===== config.mk =====
export PLATFORM = sky130hd
export DESIGN_NAME = probing_permutation_builder_flat
export DESIGN_NICKNAME = d
export VERILOG_FILES = /design/src/rtl/prb_pkg.sv /design/src/rtl/prb_stream_if.sv /design/src/rtl/prb_ram.sv /design/src/rtl/prb_mod_unit.sv /design/src/rtl/prb_row_scan.sv /design/src/rtl/probing_permutation_builder.sv /design/src/flat_wrapper.sv
export SDC_FILE = /design/constraint.sdc
export NUM_CORES = 1
export LEC_CHECK = 0
export ABC_AREA = 1
export BUFFER_PORTS_ARGS = -buffer_cell sky130_fd_sc_hd__buf_4
export CORE_UTILIZATION = 50
export CTS_CLUSTER_SIZE = 30
export DETAILED_ROUTE_END_ITERATION = 8
export PLACE_DENSITY = 0.76
export SETUP_SLACK_MARGIN = 0.5
export SKIP_CTS_REPAIR_TIMING = 1
export SLEW_MARGIN = 10
export SYNTH_ARGS = -nofsm -noshare
export SYNTH_HDL_FRONTEND = slang
export SYNTH_HIERARCHICAL = 1
export SYNTH_SLANG_ARGS = --single-unit

===== constraint.sdc =====
create_clock -name clk_i -period 8.22 [get_ports clk_i]
set_input_delay 0 -clock clk_i [delete_from_list [all_inputs] [get_ports clk_i]]
set_output_delay 0 -clock clk_i [all_outputs]
set_load 0.05 [all_outputs]

===== src/rtl/prb_pkg.sv =====
// shared types, widths and constants of the probing permutation builder
`default_nettype none

package prb_pkg;

  localparam int unsigned SLOTS_DEF    = 64;
  localparam int unsigned WORD_W       = 31;
  localparam int unsigned CFG_W        = 7;
  localparam int unsigned OUT_SLOT_W   = 6;
  localparam int unsigned RANK_W       = 6;
  localparam int unsigned PERM_SIZE_RST = 64;
  // occupancy rows held in the map memory
  localparam int unsigned ROW_W        = 16;
  localparam int unsigned OFF_W        = $clog2(ROW_W);

  typedef struct packed {
    logic [WORD_W-1:0] random_word;
  } in_word_t;

  typedef struct packed {
    logic [OUT_SLOT_W-1:0] slot;
    logic [RANK_W-1:0]     rank;
    logic                  last;
  } out_word_t;

  typedef struct packed {
    logic [CFG_W-1:0] perm_size;
  } cfg_word_t;

  typedef struct packed {
    logic             found;
    logic [OFF_W-1:0] bit_idx;
  } scan_res_t;

  typedef enum logic [4:0] {
    ST_IDLE  = 5'b00001,
    ST_DIV   = 5'b00010,
    ST_READ  = 5'b00100,
    ST_CHECK = 5'b01000,
    ST_FIN   = 5'b10000
  } state_e;

endpackage

`default_nettype wire


===== src/rtl/prb_stream_if.sv =====
// valid/ready channel carrying one word of type T
`default_nettype none

interface prb_stream_if #(
  parameter type T = logic
);
  logic valid;
  logic ready;
  T     data;

  modport source (output valid, output data, input ready);
  modport sink (input valid, input data, output ready);
endinterface

`default_nettype wire


===== src/rtl/prb_ram.sv =====
// generic single-write, single-read ram with registered read data
`default_nettype none

module prb_ram #(
  parameter int unsigned WIDTH = 16,
  parameter int unsigned DEPTH = 4,
  localparam int unsigned AW = (DEPTH > 1) ? $clog2(DEPTH) : 1
) (
  input  logic             clk_i,
  input  logic             we_i,
  input  logic [AW-1:0]    waddr_i,
  input  logic [WIDTH-1:0] wdata_i,
  input  logic             re_i,
  input  logic [AW-1:0]    raddr_i,
  output logic [WIDTH-1:0] rdata_o
);

  logic [WIDTH-1:0] mem_q [DEPTH];
  logic [WIDTH-1:0] rdata_q;

  always_ff @(posedge clk_i) begin
    if (we_i) begin
      mem_q[waddr_i] <= wdata_i;
    end
    if (re_i) begin
      rdata_q <= mem_q[raddr_i];
    end
  end

  assign rdata_o = rdata_q;

endmodule

`default_nettype wire


===== src/rtl/prb_mod_unit.sv =====
// iterative restoring remainder of the random word by the active size, one bit per cycle
`default_nettype none

module prb_mod_unit
  import prb_pkg::*;
(
  input  logic              clk_i,
  input  logic              rst_ni,
  input  logic              start_i,
  input  logic [WORD_W-1:0] word_i,
  input  logic [CFG_W-1:0]  size_i,
  output logic              done_o,
  output logic [CFG_W-1:0]  rem_o
);

  localparam int unsigned CNT_W = $clog2(WORD_W);
  localparam logic [CNT_W-1:0] CNT_LAST = CNT_W'(WORD_W - 1);

  logic              busy_q, busy_d;
  logic [CNT_W-1:0]  cnt_q, cnt_d;
  logic [WORD_W-1:0] word_q, word_d;
  logic [CFG_W-1:0]  rem_q, rem_d;
  logic [CFG_W:0]    trial;
  logic [CFG_W:0]    diff;

  // remainder stays below size, so one compare and subtract per bit
  assign trial = {rem_q, word_q[WORD_W-1]};
  assign diff  = trial - {1'b0, size_i};
  assign rem_d = (trial >= {1'b0, size_i}) ? diff[CFG_W-1:0] : trial[CFG_W-1:0];

  always_comb begin
    busy_d = busy_q;
    cnt_d  = cnt_q;
    word_d = word_q;
    if (start_i) begin
      busy_d = 1'b1;
      cnt_d  = '0;
      word_d = word_i;
    end else if (busy_q) begin
      cnt_d  = cnt_q + 1'b1;
      word_d = word_q << 1;
      if (cnt_q == CNT_LAST) begin
        busy_d = 1'b0;
      end
    end
  end

  always_ff @(posedge clk_i or negedge rst_ni) begin
    if (!rst_ni) begin
      busy_q <= 1'b0;
      cnt_q  <= '0;
    end else begin
      busy_q <= busy_d;
      cnt_q  <= cnt_d;
    end
  end

  always_ff @(posedge clk_i) begin
    word_q <= word_d;
    if (start_i) begin
      rem_q <= '0;
    end else if (busy_q) begin
      rem_q <= rem_d;
    end
  end

  assign done_o = busy_q && (cnt_q == CNT_LAST);
  assign rem_o  = rem_d;

endmodule

`default_nettype wire


===== src/rtl/prb_row_scan.sv =====
// finds the lowest free slot at or above, or the highest free slot below, the probe in one row
`default_nettype none

module prb_row_scan
  import prb_pkg::*;
#(
  parameter int unsigned RA_W = 2
) (
  input  logic [ROW_W-1:0] bits_i,
  input  logic [RA_W-1:0]  row_i,
  input  logic [CFG_W-1:0] first_i,
  input  logic [CFG_W-1:0] size_i,
  input  logic             down_i,
  output scan_res_t        res_o
);

  localparam int unsigned P_W   = RA_W + OFF_W;
  localparam int unsigned CMP_W = (P_W > CFG_W) ? P_W : CFG_W;

  logic [ROW_W-1:0] free;

  always_comb begin
    logic [CMP_W-1:0] pos;
    for (int k = 0; k < ROW_W; k++) begin
      pos = CMP_W'({row_i, OFF_W'(k)});
      free[k] = !bits_i[k] && (pos < CMP_W'(size_i)) &&
                (down_i ? (pos < CMP_W'(first_i)) : (pos >= CMP_W'(first_i)));
    end
  end

  always_comb begin
    res_o.found   = |free;
    res_o.bit_idx = '0;
    if (down_i) begin
      // highest free bit wins
      for (int k = 0; k < ROW_W; k++) begin
        if (free[k]) begin
          res_o.bit_idx = OFF_W'(k);
        end
      end
    end else begin
      // lowest free bit wins
      for (int k = ROW_W - 1; k >= 0; k--) begin
        if (free[k]) begin
          res_o.bit_idx = OFF_W'(k);
        end
      end
    end
  end

endmodule

`default_nettype wire


===== src/rtl/probing_permutation_builder.sv =====
// Builds a random permutation of the active size (perm_size, 0 read as 1, capped at SLOTS),
// one rank per input word: the word is reduced modulo the size to a probed slot, and the
// first free slot at or above it, else the nearest free slot below it, takes the next rank.
// The occupancy map lives in a ram of 16-slot rows with a valid flop per row, so a finished
// permutation or a perm_size write clears it at once with no sweep. Steps per word: accept it,
// reduce it in the bit-serial modulo unit, then read and scan one row per visit (ram read
// plus scan), upward from the probed row to the last row and then downward from the probed row,
// and hand the result to the output register. With SLOTS of 64 a word takes one row visit
// when the probed row has room and at most five, plus any wait for the output register to empty.
// A new word is taken while the previous result still waits in the output register.
`default_nettype none

module probing_permutation_builder
  import prb_pkg::*;
#(
  parameter int unsigned SLOTS = SLOTS_DEF
) (
  input  logic         clk_i,
  input  logic         rst_ni,
  prb_stream_if.sink   in_i,
  prb_stream_if.source out_o,
  prb_stream_if.sink   cfg_i
);

  localparam int unsigned ROWS     = (SLOTS + ROW_W - 1) / ROW_W;
  localparam int unsigned RA_W     = (ROWS > 1) ? $clog2(ROWS) : 1;
  localparam int unsigned P_W      = RA_W + OFF_W;
  localparam int unsigned CFG_MAX  = (1 << CFG_W) - 1;
  localparam int unsigned ACT_MAXI = (SLOTS > CFG_MAX) ? CFG_MAX : SLOTS;
  localparam int unsigned ACT_RSTI = (SLOTS > PERM_SIZE_RST) ? PERM_SIZE_RST : SLOTS;
  localparam logic [CFG_W-1:0] ACT_MAX = CFG_W'(ACT_MAXI);
  localparam logic [CFG_W-1:0] ACT_RST = CFG_W'(ACT_RSTI);

  state_e           state_q, state_d;
  logic [CFG_W-1:0] size_q, size_d;
  logic [CFG_W-1:0] rank_q, rank_d;
  logic [CFG_W-1:0] first_q, first_d;
  logic [RA_W-1:0]  row_q, row_d;
  logic             down_q, down_d;
  logic [ROWS-1:0]  row_vld_q, row_vld_d;
  logic             out_vld_q, out_vld_d;
  out_word_t        res_q, res_d;
  out_word_t        out_q, out_d;

  logic             div_start;
  logic             div_done;
  logic [CFG_W-1:0] div_rem;
  logic             ram_re;
  logic             ram_we;
  logic [ROW_W-1:0] ram_rdata;
  logic [ROW_W-1:0] ram_wdata;
  logic [ROW_W-1:0] row_bits;
  logic [ROW_W-1:0] pick_mask;
  scan_res_t        scan;
  logic [P_W-1:0]   pick;
  logic [CFG_W-1:0] size_m1;
  logic [CFG_W-1:0] rank_inc;
  logic [RA_W-1:0]  last_row;
  logic [RA_W-1:0]  first_row;
  logic [RA_W-1:0]  div_row;
  logic [CFG_W-1:0] cfg_size;
  logic [CFG_W-1:0] cfg_act;

  assign cfg_size = cfg_i.data.perm_size;
  assign cfg_act  = (cfg_size == '0) ? CFG_W'(1) :
                    ((cfg_size > ACT_MAX) ? ACT_MAX : cfg_size);

  assign size_m1   = size_q - 1'b1;
  assign last_row  = RA_W'(size_m1 >> OFF_W);
  assign first_row = RA_W'(first_q >> OFF_W);
  assign div_row   = RA_W'(div_rem >> OFF_W);
  assign rank_inc  = rank_q + 1'b1;

  // a row never written since the last clear reads as all free
  assign row_bits  = row_vld_q[row_q] ? ram_rdata : '0;
  assign pick_mask = ROW_W'(1) << scan.bit_idx;
  assign ram_wdata = row_bits | pick_mask;
  assign pick      = {row_q, scan.bit_idx};

  prb_mod_unit u_mod (
    .clk_i   (clk_i),
    .rst_ni  (rst_ni),
    .start_i (div_start),
    .word_i  (in_i.data.random_word),
    .size_i  (size_q),
    .done_o  (div_done),
    .rem_o   (div_rem)
  );

  prb_ram #(
    .WIDTH (ROW_W),
    .DEPTH (ROWS)
  ) u_map (
    .clk_i   (clk_i),
    .we_i    (ram_we),
    .waddr_i (row_q),
    .wdata_i (ram_wdata),
    .re_i    (ram_re),
    .raddr_i (row_q),
    .rdata_o (ram_rdata)
  );

  prb_row_scan #(
    .RA_W (RA_W)
  ) u_scan (
    .bits_i  (row_bits),
    .row_i   (row_q),
    .first_i (first_q),
    .size_i  (size_q),
    .down_i  (down_q),
    .res_o   (scan)
  );

  always_comb begin
    state_d   = state_q;
    size_d    = size_q;
    rank_d    = rank_q;
    first_d   = first_q;
    row_d     = row_q;
    down_d    = down_q;
    row_vld_d = row_vld_q;
    out_vld_d = out_vld_q;
    res_d     = res_q;
    out_d     = out_q;
    div_start = 1'b0;
    ram_re    = 1'b0;
    ram_we    = 1'b0;

    if (out_vld_q && out_o.ready) begin
      out_vld_d = 1'b0;
    end

    case (state_q)
      ST_IDLE: begin
        if (in_i.valid) begin
          div_start = 1'b1;
          state_d   = ST_DIV;
        end
      end
      ST_DIV: begin
        if (div_done) begin
          first_d = div_rem;
          row_d   = div_row;
          down_d  = 1'b0;
          state_d = ST_READ;
        end
      end
      ST_READ: begin
        ram_re  = 1'b1;
        state_d = ST_CHECK;
      end
      ST_CHECK: begin
        if (scan.found) begin
          ram_we     = 1'b1;
          res_d.slot = OUT_SLOT_W'(pick);
          res_d.rank = RANK_W'(rank_q);
          if (rank_inc >= size_q) begin
            res_d.last = 1'b1;
            rank_d     = '0;
            row_vld_d  = '0;
          end else begin
            res_d.last       = 1'b0;
            rank_d           = rank_inc;
            row_vld_d[row_q] = 1'b1;
          end
          state_d = ST_FIN;
        end else if (!down_q) begin
          if (row_q == last_row) begin
            down_d = 1'b1;
            row_d  = first_row;
          end else begin
            row_d = row_q + 1'b1;
          end
          state_d = ST_READ;
        end else if (row_q == '0) begin
          // map full: answer slot zero and leave the map alone
          res_d.slot = '0;
          res_d.rank = RANK_W'(rank_q);
          res_d.last = 1'b0;
          state_d    = ST_FIN;
        end else begin
          row_d   = row_q - 1'b1;
          state_d = ST_READ;
        end
      end
      ST_FIN: begin
        if (!out_vld_q || out_o.ready) begin
          out_vld_d = 1'b1;
          out_d     = res_q;
          state_d   = ST_IDLE;
        end
      end
      default: begin
        state_d = ST_IDLE;
      end
    endcase

    // a size write restarts the build
    if (cfg_i.valid) begin
      size_d    = cfg_act;
      rank_d    = '0;
      row_vld_d = '0;
    end
  end

  always_ff @(posedge clk_i or negedge rst_ni) begin
    if (!rst_ni) begin
      state_q   <= ST_IDLE;
      size_q    <= ACT_RST;
      rank_q    <= '0;
      down_q    <= 1'b0;
      row_vld_q <= '0;
      out_vld_q <= 1'b0;
    end else begin
      state_q   <= state_d;
      size_q    <= size_d;
      rank_q    <= rank_d;
      down_q    <= down_d;
      row_vld_q <= row_vld_d;
      out_vld_q <= out_vld_d;
    end
  end

  always_ff @(posedge clk_i) begin
    first_q <= first_d;
    row_q   <= row_d;
    res_q   <= res_d;
    out_q   <= out_d;
  end

  assign in_i.ready  = (state_q == ST_IDLE);
  assign cfg_i.ready = 1'b1;
  assign out_o.valid = out_vld_q;
  assign out_o.data  = out_q;

endmodule

`default_nettype wire


===== src/flat_wrapper.sv =====
// flat-port wrapper written by rule: the top's interface ports become plain ports
module probing_permutation_builder_flat import prb_pkg::*;
#(
  parameter int unsigned SLOTS = SLOTS_DEF
)
  (clk_i, rst_ni, in_i_valid, in_i_data, in_i_ready, out_o_valid, out_o_data, out_o_ready, cfg_i_valid, cfg_i_data, cfg_i_ready);
  prb_stream_if #(.T(in_word_t)) in_i_i ();
  prb_stream_if #(.T(out_word_t)) out_o_i ();
  prb_stream_if #(.T(cfg_word_t)) cfg_i_i ();
  input  logic clk_i;
  input  logic rst_ni;
  input wire logic [$bits(in_i_i.valid)-1:0] in_i_valid;
  input wire logic [$bits(in_i_i.data)-1:0] in_i_data;
  output wire logic [$bits(in_i_i.ready)-1:0] in_i_ready;
  output wire logic [$bits(out_o_i.valid)-1:0] out_o_valid;
  output wire logic [$bits(out_o_i.data)-1:0] out_o_data;
  input wire logic [$bits(out_o_i.ready)-1:0] out_o_ready;
  input wire logic [$bits(cfg_i_i.valid)-1:0] cfg_i_valid;
  input wire logic [$bits(cfg_i_i.data)-1:0] cfg_i_data;
  output wire logic [$bits(cfg_i_i.ready)-1:0] cfg_i_ready;
  assign in_i_i.valid = in_i_valid;
  assign in_i_i.data = in_i_data;
  assign in_i_ready = in_i_i.ready;
  assign out_o_valid = out_o_i.valid;
  assign out_o_data = out_o_i.data;
  assign out_o_i.ready = out_o_ready;
  assign cfg_i_i.valid = cfg_i_valid;
  assign cfg_i_i.data = cfg_i_data;
  assign cfg_i_ready = cfg_i_i.ready;
  probing_permutation_builder #(.SLOTS(SLOTS)) u_core (.clk_i(clk_i), .rst_ni(rst_ni), .in_i(in_i_i), .out_o(out_o_i), .cfg_i(cfg_i_i));
endmodule

==> out/results.ini, run 1 <==
[run_status]
status=completed

[pwr]
irDropWorstVdd_mv=0.2217
power_density_nw_per_um2=340.4
leakage_nw=5.607

[synthesis]
synth.yosys.seq_area_share_pct=54.01
async_flop_share_pct=16.85
syn_nets=1194
syn_avg_cell_area_um2=8.743
syn_inst=1123
yosys_warnings=6
synth_edf_count=146
synth-main-ff-cell=edfxtp_1
ys_ff_latch=184
synth_cell_types=51
syn_area_um2=9818

[placed_design]
port_buffers=57
dpl_worst_slack_ps=3198
dp_hpwl_um=14860
place_congestion=0.9160
placed_cell_area_um2=10440

[timing]
fmax_mhz=194.4
fin_skew_ps=13.47
finalSetupViolations=0
finalHoldViolCount=0
hold_slack_ps=49.02
setup-tns-final_ps=0
worst_pin_slew_ps=1259
layout_min_cycle_time_ps=5143
slew_headroom_pct=15.61
period_share_pct=62.57
worst_slack_ps=3077
slew_violations=0
rsz0062_at_grt=no

[final_layout]
num-fill-cells=1544
insertedDiodeCount=0
mostFrequentLayoutCell=nand2_1
design_area_um2=11590
nets=1295
final_cell_mix=nand2_1 (356), inv_1 (170), edfxtp_1 (146)
seqCellArea_um2=5303
drive_gt1_share_pct=13.34
multi_input_area_um2=3657
syn_to_final_growth_pct=18.06

[worst_setup_path]
crit_slowest_cell=nor3_2
required_ps=8260
crit_fanout=42
max_stage_delay_ps=970
crit_family=simple AND/OR/NAND/NOR gates
arrival_ps=5180
cp_num_buf_inv=4
crit_type=flop to flop
startpoint=u_core/row_q[0]
worstReg2RegStart=u_core/row_q[0]
end_kind=flop
path_cells=buf_4 > inv_1 > nand2_1 > a32o_1 > nor2_1 > a211oi_1 > nand2_1 > o21ai_0 > nor3_1 > nand3_1 > inv_2 > nor2_4 > inv_1 > nor3_2
crit_path_start_kind=flop

[cts]
cts_sinks=184
clkTransAtPathRegs_ps=70
htreeDepth=4
cts_root_buf=clkbuf_16
cts_made_buffers=17
clkLatencyLatePin_ps=430
clockBufferDepth=2
cts_tree=done

[floorplan]
start_util_pct=51.80
die_y_um=142.1
rows=50
io_pins=59
dieArea_um2=20200
core_area_um2=18960
die_x_um=142.1

[routing]
drtIter0Drc=709
wl_per_cell_um=14.88
drc=0
firstDrtPassIters=5
postRouteAntennaNets=0
dr_total_vias=7660
wl_um=22270
viasPerCell=5.117

[global_route]
grt_max_degree=43
antenna_found_initial=0
grt_pass1_vias=6865
grtUsageTotal_pct=21.71
grt_pass1_wl_um=33650
grt_overflow=0

[flow_run]
max_cap_violations=0

[worst_hold_path]
hp-class=input port to async pin

-- power by group --
group	total (mW)	switching, mW	internal [mW]
logic	1.66	1.14	0.518
clock network	0.886	0.366	0.520
registers	1.40	0.0970	1.30
-- cells by family (layout without fill, tap and decap cells) --
| family | after synthesis | after routing | synth area share [%] |
|---|---|---|---|
| DFF | 184 | 184 | 54.01 |
| adders and majority gates | 28 | 28 | 3.645 |
| and+or+nand+nor | 599 | 599 | 27.26 |
| buffers and inverters | 217 | 331 | 9.035 |
| xor gates and xnor gates | 8 | 8 | 0.7137 |
| other | 1 | 1 | 0.03819 |
| AOI/OAI and AO/OA | 86 | 86 | 5.302 |
-- cells in the mapped netlist, types with 7 or more instances --
cell,n,area share (%)
nor3_1,14,0.71
xor2_1,8,0.71
o21ai_1,14,0.71
dfxtp_1,7,1.4
ha_1,27,3.4
a21oi_1,22,1.1
o22ai_1,19,1.2
nor2_2,7,0.45
inv_2,17,0.65
nand2_2,14,0.89
nor2_1,77,2.9
nand3_2,9,0.92
clkbuf_1,9,0.34
nand4_1,11,0.70
buf_2,7,0.36
nand3_1,84,4.3
o21ai_0,15,0.76
inv_1,170,6.5
dfrtp_1,29,7.4
nand2_1,356,14
edfxtp_1,146,45
-- path summary, 6_finish.rpt --
kind                                            end  cells past startpoint  slack [ps]
max                        u_core/u_map/mem_q[3][8]                     14        3080
min                           u_core/u_mod/cnt_q[1]                      2          50
max reg2reg                u_core/u_map/mem_q[3][8]                     14        3080
min reg2reg                   u_core/out_o.data[12]                      0         420
max in group asynchronous          u_core/size_q[6]                      2        7830
min in group clk_i                u_core/state_q[0]                      3         290
-- per-layer routing --
layer	up-vias	wire length [um]	GRT usage, %
met2	279	10770	35.84
met5	-	0	0
met1	3518	9496	28.37
met4	0	600	8.772
met3	48	1399	3.802
li1	3815	-	-
-- area by class of cell --
cell class | count | share of cell area [%]
repair buffers | 110 | 8.204
multi-input cells | 722 | 31.55
inverters | 189 | 6.153
well taps | 260 | 2.807
clock inverters | 14 | 1.835
flip-flops and latches | 184 | 45.75
clock buffers | 18 | 3.703
-- sequential cells by signal (all words and copies together), names as in the netlist, 13 cells and up --
name and cells:
u_core/u_mod/word_q 31, u_core/out_o.data 13, u_core/res_q 13, u_core/u_map/mem_q 64, u_core/u_map/rdata_o 16
-- metrics by stage --
step | total power [mW] | cells | utilization (%)
floorplan | 2.624 | 1123 | -
global placement | 2.950 | 1415 | 55.09
detailed placement | 2.991 | 1415 | 55.09
CTS | 3.892 | 1447 | 58.48
global route | 4.187 | 1497 | 61.15
finish | 3.945 | 1497 | 61.15
Power figures use the tool's default switching activity.
==> run 2, diff against run 1 <==
- ABC_AREA: 1 -> 0
- PLACE_DENSITY: 0.76 -> 0.78
- clock period: 8.22 -> 4.4 ns (I/O delays scaled with it)
==> out/results.ini, run 2 <==
[synthesis]
syn_avg_cell_area_um2=12.81
syn_nets=816
synth_cell_types=94
synth-main-ff-cell=edfxtp_1
synth_most_common_cell=edfxtp_1
async_flop_share_pct=16.85
synth.top_cell.area_share_pct=45.94
syn_inst=745
ys_top_cells_by_count=edfxtp_1 (146), nand2_1 (41), inv_1 (37), nor2_1 (37), a21oi_1 (36)
synth.yosys.seq_area_share_pct=55.56
syn_area_um2=9544
yosys_warnings=6
yosysTopAreaCell=edfxtp_1
yosys-top-cells-area=edfxtp_1 (46%), dfrtp_1 (7.6%), mux2_2 (4.0%), ha_1 (3.5%), mux4_2 (2.6%)
synth_edf_count=146
ys_ff_latch=184

[floorplan]
die_x_um=140.2
start_util_pct=51.02
dieArea_um2=19640
core_area_um2=18710
io_pins=59
rows=50
die_y_um=140.2

[final_layout]
top_register=u_core/u_map/mem_q
num-fill-cells=1359
drive_gt1_share_pct=25.06
mostFrequentLayoutCell=edfxtp_1
multi_input_area_um2=4078
nets=932
largest_reg_flops=64
syn_to_final_growth_pct=20.71
final_cell_mix=edfxtp_1 (146), buf_4 (72), dlygate4sd3_1 (48)
design_area_um2=11520
insertedDiodeCount=0
seqCellArea_um2=5303

[routing]
wl_um=20460
viasPerCell=5.942
dr_total_vias=6584
postRouteAntennaNets=0
drtIter0Drc=727
firstDrtPassIters=5
wl_per_cell_um=18.47
drc=0

[cts]
clockBufferDepth=2
clkTransAtPathRegs_ps=80
htreeDepth=4
cts_sinks=184
cts_root_buf=clkbuf_16
clkLatencyLatePin_ps=440
cts_made_buffers=17
cts_tree=done

[pwr]
power_density_nw_per_um2=439.1
total_power_mw=5.059
leakage_nw=4.399
irDropWorstVdd_mv=0.2674

[global_route]
grt_pass1_vias=5966
grtUsageTotal_pct=21.00
grt_overflow=0
grt_max_degree=36
grt_pass1_wl_um=31610
antenna_found_initial=0

[worst_setup_path]
r2r_end=u_core/u_map/mem_q[3][2]
crit_fanout=11
reg2reg_slack_ps=640
arrival_ps=3990
required_ps=4630
crit_type=flop to flop
end_kind=flop
worstReg2RegStart=u_core/row_q[0]
crit_path_start_kind=flop
r2r_cells=11

[timing]
layout_min_cycle_time_ps=3763
fin_skew_ps=16.04
slew_headroom_pct=41.17
finalHoldViolCount=0
rsz0062_at_grt=yes
period_share_pct=85.52
setup-tns-final_ps=0
slew_violations=0
fmax_mhz=265.8
worst_pin_slew_ps=882.5
hold_slack_ps=39.76
finalSetupViolations=0

[worst_hold_path]
hp-class=input port to async pin

[placed_design]
port_buffers=57
place_congestion=0.9383
placed_cell_area_um2=10230
dp_hpwl_um=13410

[run_status]
status=completed

[flow_run]
max_cap_violations=0

run 2: how the worst max path moves through the flow:
stage	start	endpoint	slack [ps]
floorplan	u_core/row_q[0]	u_core/u_map/mem_q[0][0]	510
global placement	u_core/row_q[1]	u_core/u_map/mem_q[1][4]	410
detailed placement	u_core/row_q[1]	u_core/u_map/mem_q[1][4]	440
CTS	u_core/row_q[1]	u_core/u_map/mem_q[3][4]	410
global route	u_core/row_q[0]	u_core/u_map/mem_q[3][4]	450
finish	u_core/row_q[0]	u_core/u_map/mem_q[3][2]	640
run 2: metal layers:
metal,wire length [um],track usage [%],vias to the layer above
met5,0,0,-
met4,483,7.808,0
met3,1078,4.444,49
met2,9601,31.92,242
met1,9297,29.71,3196
li1,-,-,3097
run 2: through the flow:
stage / setup slack, ps / cells / utilization [%]
after global routing: 450.8 / 1108 / 61.59
after detailed placement: 437.3 / 1022 / 54.70
after global placement: 410.8 / 1022 / 54.70
after CTS: 405.9 / 1054 / 57.90
after floorplan: 507.6 / 745 / -
final: 637.3 / 1108 / 61.59
run 2: logic make-up after synthesis:
kind of cell	after synthesis	share of synthesized area (%)
buffers and inverters	68	3.290
DFF	184	55.56
adders and majority gates	28	3.749
and+or+nand+nor	225	13.75
AOI/OAI and AO/OA	162	12.87
other	1	0.03929
xor gates and xnor gates	25	2.373
muxes	52	8.364
run 2: critical path, cell delays in order (launching register included):
cell	delay (ps)
edfxtp_1	530
mux4_2	680
and2_1	230
o21bai_1	190
a2111oi_4	430
buf_4	180
a21oi_1	60
a21o_1	220
a21boi_1	180
o211ai_2	170
or2_2	380
o21bai_1	310
run 2: layout make-up:
class	count	area share, %
Clock buffer	18	3.812
Sequential cell	184	46.03
Inverter	38	1.260
Timing Repair Buffer	127	9.579
Tap cell	234	2.541
Clock inverter	14	1.390
Multi-Input combinational cell	493	35.39
run 2: report_power, final:
part	internal, mW	total, mW	switching [mW]	leakage [nW]
sequential	2.16	2.30	0.134	1.85
combinational	0.554	1.21	0.655	2.26
clock	0.867	1.55	0.685	0.293
